### config.mk
export PLATFORM = sky130hd
export DESIGN_NAME = countdown_timer_controller
export DESIGN_NICKNAME = d
export VERILOG_FILES = /design/src/rtl/core/cdt_pkg.sv /design/src/rtl/core/cdt_mode_fsm.sv /design/src/rtl/core/cdt_out_stage.sv /design/src/rtl/core/countdown_timer_controller.sv
export SDC_FILE = /design/constraint.sdc
export NUM_CORES = 1
export LEC_CHECK = 0
export BUFFER_PORTS_ARGS = -buffer_cell sky130_fd_sc_hd__clkbuf_2
export CAP_MARGIN = 20
export CORE_AREA = 2 2 149 151
export CTS_CLUSTER_DIAMETER = 60
export DETAILED_ROUTE_END_ITERATION = 10
export DIE_AREA = 0 0 151 153
export PLACE_DENSITY = 0.78
export SYNTH_ARGS = -nofsm -noshare
export SYNTH_HDL_FRONTEND = slang
export SYNTH_SLANG_ARGS = --single-unit
### constraint.sdc
create_clock -name clk -period 9.4 [get_ports clk]
set_clock_uncertainty 0.1 [all_clocks]
set_input_delay 0.47 -clock clk [delete_from_list [all_inputs] [get_ports clk]]
set_output_delay 0.47 -clock clk [all_outputs]
set_load 0.02 [all_outputs]
### src/rtl/core/cdt_pkg.sv
package cdt_pkg;

    // Field and register widths
    localparam int STAMP_W     = 32;
    localparam int THRESH_W    = 16;
    localparam int STEP_W      = 12;
    localparam int CFG_DATA_W  = 16;
    localparam int CFG_INDEX_W = 1;
    localparam int MODE_CODE_W = 2;
    localparam int BANNER_W    = 3;
    localparam int REMAIN_W    = 13;
    localparam int MIN_W       = 7;
    localparam int SEC_W       = 6;

    localparam int MAX_SECONDS_DEFAULT = 5999;

    // Configuration register indexes and reset values
    localparam logic [CFG_INDEX_W-1:0] REG_TICK_THRESHOLD = 1'b0;
    localparam logic [CFG_INDEX_W-1:0] REG_SET_STEP       = 1'b1;
    localparam logic [THRESH_W-1:0]    THRESH_RESET       = 16'd1000;
    localparam logic [STEP_W-1:0]      STEP_RESET         = 12'd60;

    // Split by 60: q = (x * DIV60_MUL) >> DIV60_SHIFT, exact for any 16-bit x
    localparam int DIV_W       = 16;
    localparam int DIV60_MUL_W = 17;
    localparam int DIV60_SHIFT = 22;
    localparam int QUOT_W      = 11;
    localparam logic [DIV60_MUL_W-1:0] DIV60_MUL = 17'd69906;

    // Mode output codes
    localparam logic [MODE_CODE_W-1:0] MODE_CODE_IDLE  = 2'd0;
    localparam logic [MODE_CODE_W-1:0] MODE_CODE_SET   = 2'd1;
    localparam logic [MODE_CODE_W-1:0] MODE_CODE_COUNT = 2'd2;
    localparam logic [MODE_CODE_W-1:0] MODE_CODE_PAUSE = 2'd3;

    // Banner codes
    localparam logic [BANNER_W-1:0] BANNER_NONE      = 3'd0;
    localparam logic [BANNER_W-1:0] BANNER_SET_TIME  = 3'd1;
    localparam logic [BANNER_W-1:0] BANNER_TIME_SET  = 3'd2;
    localparam logic [BANNER_W-1:0] BANNER_COUNTDOWN = 3'd3;
    localparam logic [BANNER_W-1:0] BANNER_PAUSE     = 3'd4;

    typedef enum logic [3:0] {
        MODE_IDLE  = 4'b0001,
        MODE_SET   = 4'b0010,
        MODE_COUNT = 4'b0100,
        MODE_PAUSE = 4'b1000
    } mode_t;

    typedef struct packed {
        logic start_short;
        logic start_long;
        logic stop_short;
        logic stop_long;
    } press_t;

    typedef struct packed {
        mode_t                 mode;
        logic [BANNER_W-1:0]   banner;
        logic                  clear;
    } pass_status_t;

    function automatic logic [MODE_CODE_W-1:0] mode_code(input mode_t m);
        logic [MODE_CODE_W-1:0] code;
        unique case (m)
            MODE_IDLE:  code = MODE_CODE_IDLE;
            MODE_SET:   code = MODE_CODE_SET;
            MODE_COUNT: code = MODE_CODE_COUNT;
            MODE_PAUSE: code = MODE_CODE_PAUSE;
            default:    code = MODE_CODE_IDLE;
        endcase
        return code;
    endfunction

endpackage

### src/rtl/core/cdt_mode_fsm.sv
module cdt_mode_fsm
    import cdt_pkg::*;
#(
    parameter int MAX_SECONDS = MAX_SECONDS_DEFAULT,
    parameter int TIME_W      = $clog2(MAX_SECONDS + 1)
)
(
    input  logic                clk,
    input  logic                rst_n,
    input  logic                enable,
    input  logic [STAMP_W-1:0]  millis_now,
    input  press_t              press,
    input  logic [THRESH_W-1:0] tick_threshold,
    input  logic [STEP_W-1:0]   set_step,
    output logic [TIME_W-1:0]   time_out,
    output pass_status_t        status
);

    localparam int SUM_W = ((TIME_W > STEP_W) ? TIME_W : STEP_W) + 1;

    mode_t               mode_reg, mode_next;
    logic                entered_reg, entered_next;
    logic [TIME_W-1:0]   time_reg, time_next;
    logic [STAMP_W-1:0]  stamp_reg, stamp_next;
    logic [BANNER_W-1:0] banner;
    logic [SUM_W-1:0]    sum;
    logic [STAMP_W-1:0]  elapsed;
    logic                clear;

    always_comb
    begin
        time_next  = time_reg;
        stamp_next = stamp_reg;
        banner     = BANNER_NONE;
        mode_next  = mode_reg;
        sum        = '0;
        elapsed    = '0;

        // entry action on the first pass in a mode
        if (!entered_reg)
        begin
            unique case (mode_reg)
                MODE_IDLE:
                begin
                    time_next  = '0;
                    stamp_next = '0;
                    banner     = BANNER_SET_TIME;
                end
                MODE_SET:   banner = BANNER_TIME_SET;
                MODE_COUNT:
                begin
                    stamp_next = millis_now;
                    banner     = BANNER_COUNTDOWN;
                end
                MODE_PAUSE: banner = BANNER_PAUSE;
                default:    banner = BANNER_NONE;
            endcase
        end

        // during rule
        unique case (mode_reg)
            MODE_IDLE:
            begin
                if (press.start_short)
                    mode_next = MODE_SET;
            end
            MODE_SET:
            begin
                if (press.start_short)
                begin
                    sum = SUM_W'(time_next) + SUM_W'(set_step);
                    if (sum > SUM_W'(MAX_SECONDS))
                        time_next = TIME_W'(MAX_SECONDS);
                    else
                        time_next = TIME_W'(sum);
                end
                if (press.stop_short)
                begin
                    if (SUM_W'(set_step) >= SUM_W'(time_next))
                        time_next = '0;
                    else
                        time_next = TIME_W'(SUM_W'(time_next) - SUM_W'(set_step));
                end
                if (press.start_long)
                    mode_next = MODE_COUNT;
            end
            MODE_COUNT:
            begin
                elapsed = millis_now - stamp_next;
                if (elapsed > STAMP_W'(tick_threshold))
                begin
                    if (time_next != '0)
                        time_next = time_next - TIME_W'(1);
                    stamp_next = millis_now;
                end
                if (time_next == '0 || press.stop_short)
                    mode_next = MODE_IDLE;
                if (press.start_short)
                    mode_next = MODE_PAUSE;
            end
            MODE_PAUSE:
            begin
                if (press.start_short)
                    mode_next = MODE_COUNT;
                if (press.start_long)
                    mode_next = MODE_SET;
                if (press.stop_long)
                    mode_next = MODE_IDLE;
            end
            default: mode_next = MODE_IDLE;
        endcase

        clear        = (mode_next != mode_reg);
        entered_next = !clear;
    end

    always_ff @(posedge clk or negedge rst_n)
    begin
        if (!rst_n)
        begin
            mode_reg    <= MODE_IDLE;
            entered_reg <= 1'b0;
            time_reg    <= '0;
            stamp_reg   <= '0;
        end
        else if (enable)
        begin
            mode_reg    <= mode_next;
            entered_reg <= entered_next;
            time_reg    <= time_next;
            stamp_reg   <= stamp_next;
        end
    end

    assign time_out      = time_next;
    assign status.mode   = mode_next;
    assign status.banner = banner;
    assign status.clear  = clear;

endmodule

### src/rtl/core/cdt_out_stage.sv
module cdt_out_stage
    import cdt_pkg::*;
#(
    parameter int MAX_SECONDS = MAX_SECONDS_DEFAULT,
    parameter int TIME_W      = $clog2(MAX_SECONDS + 1)
)
(
    input  logic                   clk,
    input  logic                   load,
    input  logic [TIME_W-1:0]      time_in,
    input  pass_status_t           status_in,
    output logic [MODE_CODE_W-1:0] mode_now,
    output logic [REMAIN_W-1:0]    remaining_seconds,
    output logic [MIN_W-1:0]       shown_minutes,
    output logic [SEC_W-1:0]       shown_seconds,
    output logic [BANNER_W-1:0]    banner_code,
    output logic                   clear_display
);

    localparam int PROD_W = DIV_W + DIV60_MUL_W;

    logic [DIV_W-1:0]  x;
    logic [PROD_W-1:0] prod;
    logic [QUOT_W-1:0] quot;
    logic [DIV_W-1:0]  quot_ext;
    logic [DIV_W-1:0]  rem_full;

    // split into minutes and seconds by reciprocal multiply
    always_comb
    begin
        x        = DIV_W'(time_in);
        prod     = PROD_W'(x) * PROD_W'(DIV60_MUL);
        quot     = QUOT_W'(prod >> DIV60_SHIFT);
        quot_ext = DIV_W'(quot);
        rem_full = x - ((quot_ext << 6) - (quot_ext << 2));
    end

    always_ff @(posedge clk)
    begin
        if (load)
        begin
            mode_now          <= mode_code(status_in.mode);
            remaining_seconds <= REMAIN_W'(time_in);
            shown_minutes     <= MIN_W'(quot);
            shown_seconds     <= SEC_W'(rem_full);
            banner_code       <= status_in.banner;
            clear_display     <= status_in.clear;
        end
    end

endmodule

### src/rtl/core/countdown_timer_controller.sv
// Countdown timer mode controller. Each input item is one pass of the timer
// task: the running millisecond count plus qualified short/long press flags
// for the start and stop buttons. Every item yields exactly one result item
// carrying the mode after the pass, the set or remaining time (also split into
// minutes and seconds), the banner written on mode entry and a display-clear
// flag raised when a mode is left. Items flow through three register stages:
// an input register, the mode/time state update into a middle register, and
// the minutes/seconds split into the result register. One item is accepted
// per cycle while in_stall stays low, limited by the state update loop. Write
// tick_threshold_ms and set_step_seconds through the cfg port only while no
// item is in flight.
module countdown_timer_controller
    import cdt_pkg::*;
#(
    parameter int MAX_SECONDS = MAX_SECONDS_DEFAULT
)
(
    input  logic                   clk,
    input  logic                   rst_n,

    // configuration write port
    input  logic                   cfg_wen,
    input  logic [CFG_INDEX_W-1:0] cfg_index,
    input  logic [CFG_DATA_W-1:0]  cfg_data,

    // input item channel
    input  logic                   in_valid,
    output logic                   in_stall,
    input  logic [STAMP_W-1:0]     millis_now,
    input  logic                   start_short,
    input  logic                   start_long,
    input  logic                   stop_short,
    input  logic                   stop_long,

    // result item channel
    output logic                   out_valid,
    input  logic                   out_stall,
    output logic [MODE_CODE_W-1:0] mode_now,
    output logic [REMAIN_W-1:0]    remaining_seconds,
    output logic [MIN_W-1:0]       shown_minutes,
    output logic [SEC_W-1:0]       shown_seconds,
    output logic [BANNER_W-1:0]    banner_code,
    output logic                   clear_display
);

    localparam int TIME_W = $clog2(MAX_SECONDS + 1);

    // configuration registers
    logic [THRESH_W-1:0] thresh_reg;
    logic [STEP_W-1:0]   step_reg;

    // pipeline valid bits
    logic in_valid_reg;
    logic mid_valid_reg;
    logic out_valid_reg;

    // input register payload
    logic [STAMP_W-1:0] millis_reg;
    press_t             press_reg;

    // middle register payload
    logic [TIME_W-1:0]  mid_time_reg;
    pass_status_t       mid_status_reg;

    // state update results
    logic [TIME_W-1:0]  upd_time;
    pass_status_t       upd_status;

    logic in_accept;
    logic out_load;
    logic mid_free;
    logic in_move;

    // Advance each stage when the one after it can take the item.
    assign out_load  = mid_valid_reg && (!out_valid_reg || !out_stall);
    assign mid_free  = !mid_valid_reg || out_load;
    assign in_move   = in_valid_reg && mid_free;
    assign in_stall  = in_valid_reg && !mid_free;
    assign in_accept = in_valid && !in_stall;
    assign out_valid = out_valid_reg;

    // Hold configuration; drop writes to unknown indexes.
    always_ff @(posedge clk or negedge rst_n)
    begin
        if (!rst_n)
        begin
            thresh_reg <= THRESH_RESET;
            step_reg   <= STEP_RESET;
        end
        else if (cfg_wen)
        begin
            unique case (cfg_index)
                REG_TICK_THRESHOLD: thresh_reg <= THRESH_W'(cfg_data);
                REG_SET_STEP:       step_reg   <= STEP_W'(cfg_data);
                default:            thresh_reg <= thresh_reg;
            endcase
        end
    end

    always_ff @(posedge clk or negedge rst_n)
    begin
        if (!rst_n)
        begin
            in_valid_reg  <= 1'b0;
            mid_valid_reg <= 1'b0;
            out_valid_reg <= 1'b0;
        end
        else
        begin
            if (in_accept)
                in_valid_reg <= 1'b1;
            else if (in_move)
                in_valid_reg <= 1'b0;

            if (in_move)
                mid_valid_reg <= 1'b1;
            else if (out_load)
                mid_valid_reg <= 1'b0;

            if (out_load)
                out_valid_reg <= 1'b1;
            else if (!out_stall)
                out_valid_reg <= 1'b0;
        end
    end

    // Capture the item.
    always_ff @(posedge clk)
    begin
        if (in_accept)
        begin
            millis_reg            <= millis_now;
            press_reg.start_short <= start_short;
            press_reg.start_long  <= start_long;
            press_reg.stop_short  <= stop_short;
            press_reg.stop_long   <= stop_long;
        end
    end

    // Mode and time state; updates once per item leaving the input register.
    cdt_mode_fsm #(
        .MAX_SECONDS (MAX_SECONDS),
        .TIME_W      (TIME_W)
    ) u_mode_fsm (
        .clk            (clk),
        .rst_n          (rst_n),
        .enable         (in_move),
        .millis_now     (millis_reg),
        .press          (press_reg),
        .tick_threshold (thresh_reg),
        .set_step       (step_reg),
        .time_out       (upd_time),
        .status         (upd_status)
    );

    always_ff @(posedge clk)
    begin
        if (in_move)
        begin
            mid_time_reg   <= upd_time;
            mid_status_reg <= upd_status;
        end
    end

    // Split the time for display and hold the result item.
    cdt_out_stage #(
        .MAX_SECONDS (MAX_SECONDS),
        .TIME_W      (TIME_W)
    ) u_out_stage (
        .clk               (clk),
        .load              (out_load),
        .time_in           (mid_time_reg),
        .status_in         (mid_status_reg),
        .mode_now          (mode_now),
        .remaining_seconds (remaining_seconds),
        .shown_minutes     (shown_minutes),
        .shown_seconds     (shown_seconds),
        .banner_code       (banner_code),
        .clear_display     (clear_display)
    );

endmodule
==> flow_summary.json <==
{
  "timing.fmax_mhz": 127,
  "rsz0062_at_grt": "false",
  "seqPwrFrac": 0.244,
  "hold_path.class": "in2reg",
  "post_cts_buffers": 0,
  "syn_inst": 1345,
  "ys_warn_count": 0,
  "maxCapViolCount": 0,
  "hold_start": "millis_now[17]",
  "worstSkewPairLatency_ps": 440,
  "r2r_end": "mid_status_reg[6]",
  "powerDensity_mw_per_mm2": 357,
  "grt_pass1_vias": 10000,
  "grt_overflow": 0,
  "cts_buffer_depth": 2,
  "routed_wl_mm": 30.5,
  "cp_num_buf_inv": 1,
  "timing.final.setup_violations": 0,
  "finalCriticalPeriod_ps": 7890,
  "internal_power_uw": 2660,
  "regArea_mm2": 0.00465,
  "drv_slew": 0,
  "diodes": 0,
  "syn_to_final_growth_pct": 9.87,
  "synth_ff_type": "edfxtp_1",
  "synth_cell_type_count": 89,
  "tightest_slew_ps": 957,
  "startpoint": "u_mode_fsm.mode_reg[2]",
  "synth_async_sr_flop_share": 0.482,
  "grt_pass1_wl_mm": 50.0,
  "routabilityCongestion": 0.954,
  "rr_startpoint": "u_mode_fsm.mode_reg[2]",
  "io_buffers": 91,
  "dr_total_vias": 10200,
  "p_sw_uw": 2300,
  "first_pass_iters": 7,
  "ys_seq_area_frac": 0.368,
  "mappedNetlistNets": 1554,
  "ir_worst_vdd_mv": 0.164,
  "worstSetupEndpointType": "register",
  "drtIter0Drc": 595,
  "finalCritPeriodShare": 0.839,
  "syn-cell-area_mm2": 0.0126,
  "ys_ff_latch": 168,
  "combPwrFrac": 0.615,
  "clockPowerShare": 0.141,
  "cts_root_buffer": "clkbuf_16",
  "final_common_cell": "nand2_1",
  "finalHoldViolCount": 0,
  "status": "completed",
  "cts_tree": "built",
  "cts_resized": 0,
  "chipWidth_um": 151,
  "p_leak_uw": 0.00627,
  "arrival_ps": 7980,
  "max_stage_delay_ps": 840,
  "cts_max_level": 4,
  "drive_gt1_frac": 0.141,
  "synth-edff-count": 87,
  "dp_hpwl_mm": 23.3,
  "ios": 92,
  "required_ps": 9500,
  "reg2reg_slack_ps": 1510,
  "coreArea_mm2": 0.0215,
  "syn_area_per_cell_um2": 9.39,
  "fill_cells": 1792,
  "cts_hold_buf": 0,
  "synth_top_area_cell": "edfxtp_1",
  "max_slew_margin": 0.359,
  "grt_max_degree": 82,
  "yosysTopAreaCellShare": 0.207,
  "numClockSinks": 168,
  "routedWlPerCell_um": 18.0,
  "design_area_mm2": 0.0139,
  "slowest_stage": "or4b_1",
  "critPathCapture": "mid_status_reg[6]",
  "crit_type": "reg2reg",
  "cts_buffers": 17,
  "grt_usage": 0.273,
  "start_util": 0.588,
  "antenna_left": 0,
  "r2r_cells": 28,
  "startpoint_type": "register",
  "viasPerCell": 6.02,
  "path_depth": 28,
  "die_y_um": 153,
  "nets": 1613,
  "die_area_mm2": 0.0231,
  "critPathMaxFanout": 37,
  "final_cell_mix": "nand2_1 (142), ha_1 (133), a21oi_1 (112)",
  "swShare": 0.464,
  "dpl_cell_area_mm2": 0.0133,
  "clk_pin_slew_ps": 70,
  "netlist_top_cells_area": "edfxtp_1 (21%), dfrtp_1 (14%), ha_1 (13%)",
  "multi_input_area_mm2": 0.00740,
  "drc": 0,
  "num_rows": 54,
  "cpLargestDelayFamily": "compound AO/OA/AOI/OAI gates",
  "antenna_found_initial": 0,
  "tns_ps": 0
}
## metal layers
layer | up-vias | global-route usage | share of wire
met1 | 4792 | 0.343 | 0.43
met4 | 0 | 0.112 | 0.037
met5 | - | 0 | 0
met3 | 74 | 0.0373 | 0.043
met2 | 301 | 0.470 | 0.49
li1 | 5042 | - | -
## cell families (layout without fill, tap and decap cells)
family / count (synthesis) / count (layout) / synth area share
multiplexers: 30 / 30 / 0.0262
XOR/XNOR: 54 / 54 / 0.0380
flip-flops: 168 / 168 / 0.368
buffers and inverters: 151 / 223 / 0.0471
AO/OA/AOI/OAI: 406 / 406 / 0.212
AND/OR/NAND/NOR: 385 / 385 / 0.149
adder cells (fa/ha/maj): 151 / 151 / 0.160
## Yosys cell counts (all sizes together), types with 5 or more instances
master and n:
and2 13, a21boi 5, ha 133, buf 13, inv 89, a31o 5, a31oi 12, or4 5
nor3 22, or2 6, a21o 42, o21ai 89, nand2 143, nand3 22, nand4 21, xor2 23
or3 8, o21a 11, a21oi 113, mux2i 5, a22oi 34, nor2 89, o21bai 15, xnor2 31
fa 18, nor2b 13, a22o 7, nand2b 15, edfxtp 87, o211ai 6, dfrtp 70, nor4 6
clkbuf 48, mux2 25, o22a 5, a211oi 5, and3 8, dfstp 11, o22ai 9
## stage by stage
step                power, µW  hold WS (ps)  utilization  instances  setup WS (ps)
floorplan                3480          74.4            -       1345           2790
global placement         4160           303        0.617       1662           1690
detailed placement       4220           306        0.617       1662           1560
CTS                      4950          95.0        0.644       1694           1510
global route             5420          93.1        0.646       1697            873
finish                   4960           100        0.646       1697           1510
## area by class of cell
cell class | instances | share of cell area
Sequential cell | 168 | 0.335
Tap cell | 280 | 0.0252
Multi-Input combinational cell | 1026 | 0.533
Inverter | 90 | 0.0243
Clock buffer | 19 | 0.0328
Clock inverter | 13 | 0.00874
Timing Repair Buffer | 101 | 0.0404
## worst reg2reg max path: cells and delay by family, from the launching register on
family | cells | cell delay, ps
compound gates | 14 | 3040
simple gates | 10 | 2880
flops | 1 | 630
fa+ha+maj | 2 | 580
buf+inv | 1 | 250
xor+xnor | 1 | 140
## how the worst min path moves through the flow
stage | slack, ps | to | depth (start not counted)
2_1_floorplan | 70 | in_valid_reg | 0
3_3_place_gp | 300 | u_out_stage.banner_code[0] | 0
3_5_place_dp | 310 | u_out_stage.banner_code[2] | 0
4_1_cts | 90 | millis_reg[17] | 1
5_1_grt | 90 | millis_reg[16] | 1
6_report | 100 | millis_reg[17] | 1
## power groups by stage
| stage | registers (µW) | clock network, µW | logic, µW |
|---|---|---|---|
| 5_1_grt | 1230 | 736 | 3450 |
| 3_3_place_gp | 1210 | 0 | 2950 |
| 2_1_floorplan | 1180 | 0 | 2300 |
| 4_1_cts | 1210 | 706 | 3040 |
| 3_5_place_dp | 1220 | 0 | 3000 |
| 6_report | 1210 | 698 | 3050 |
(Power assumes the default switching activity.)
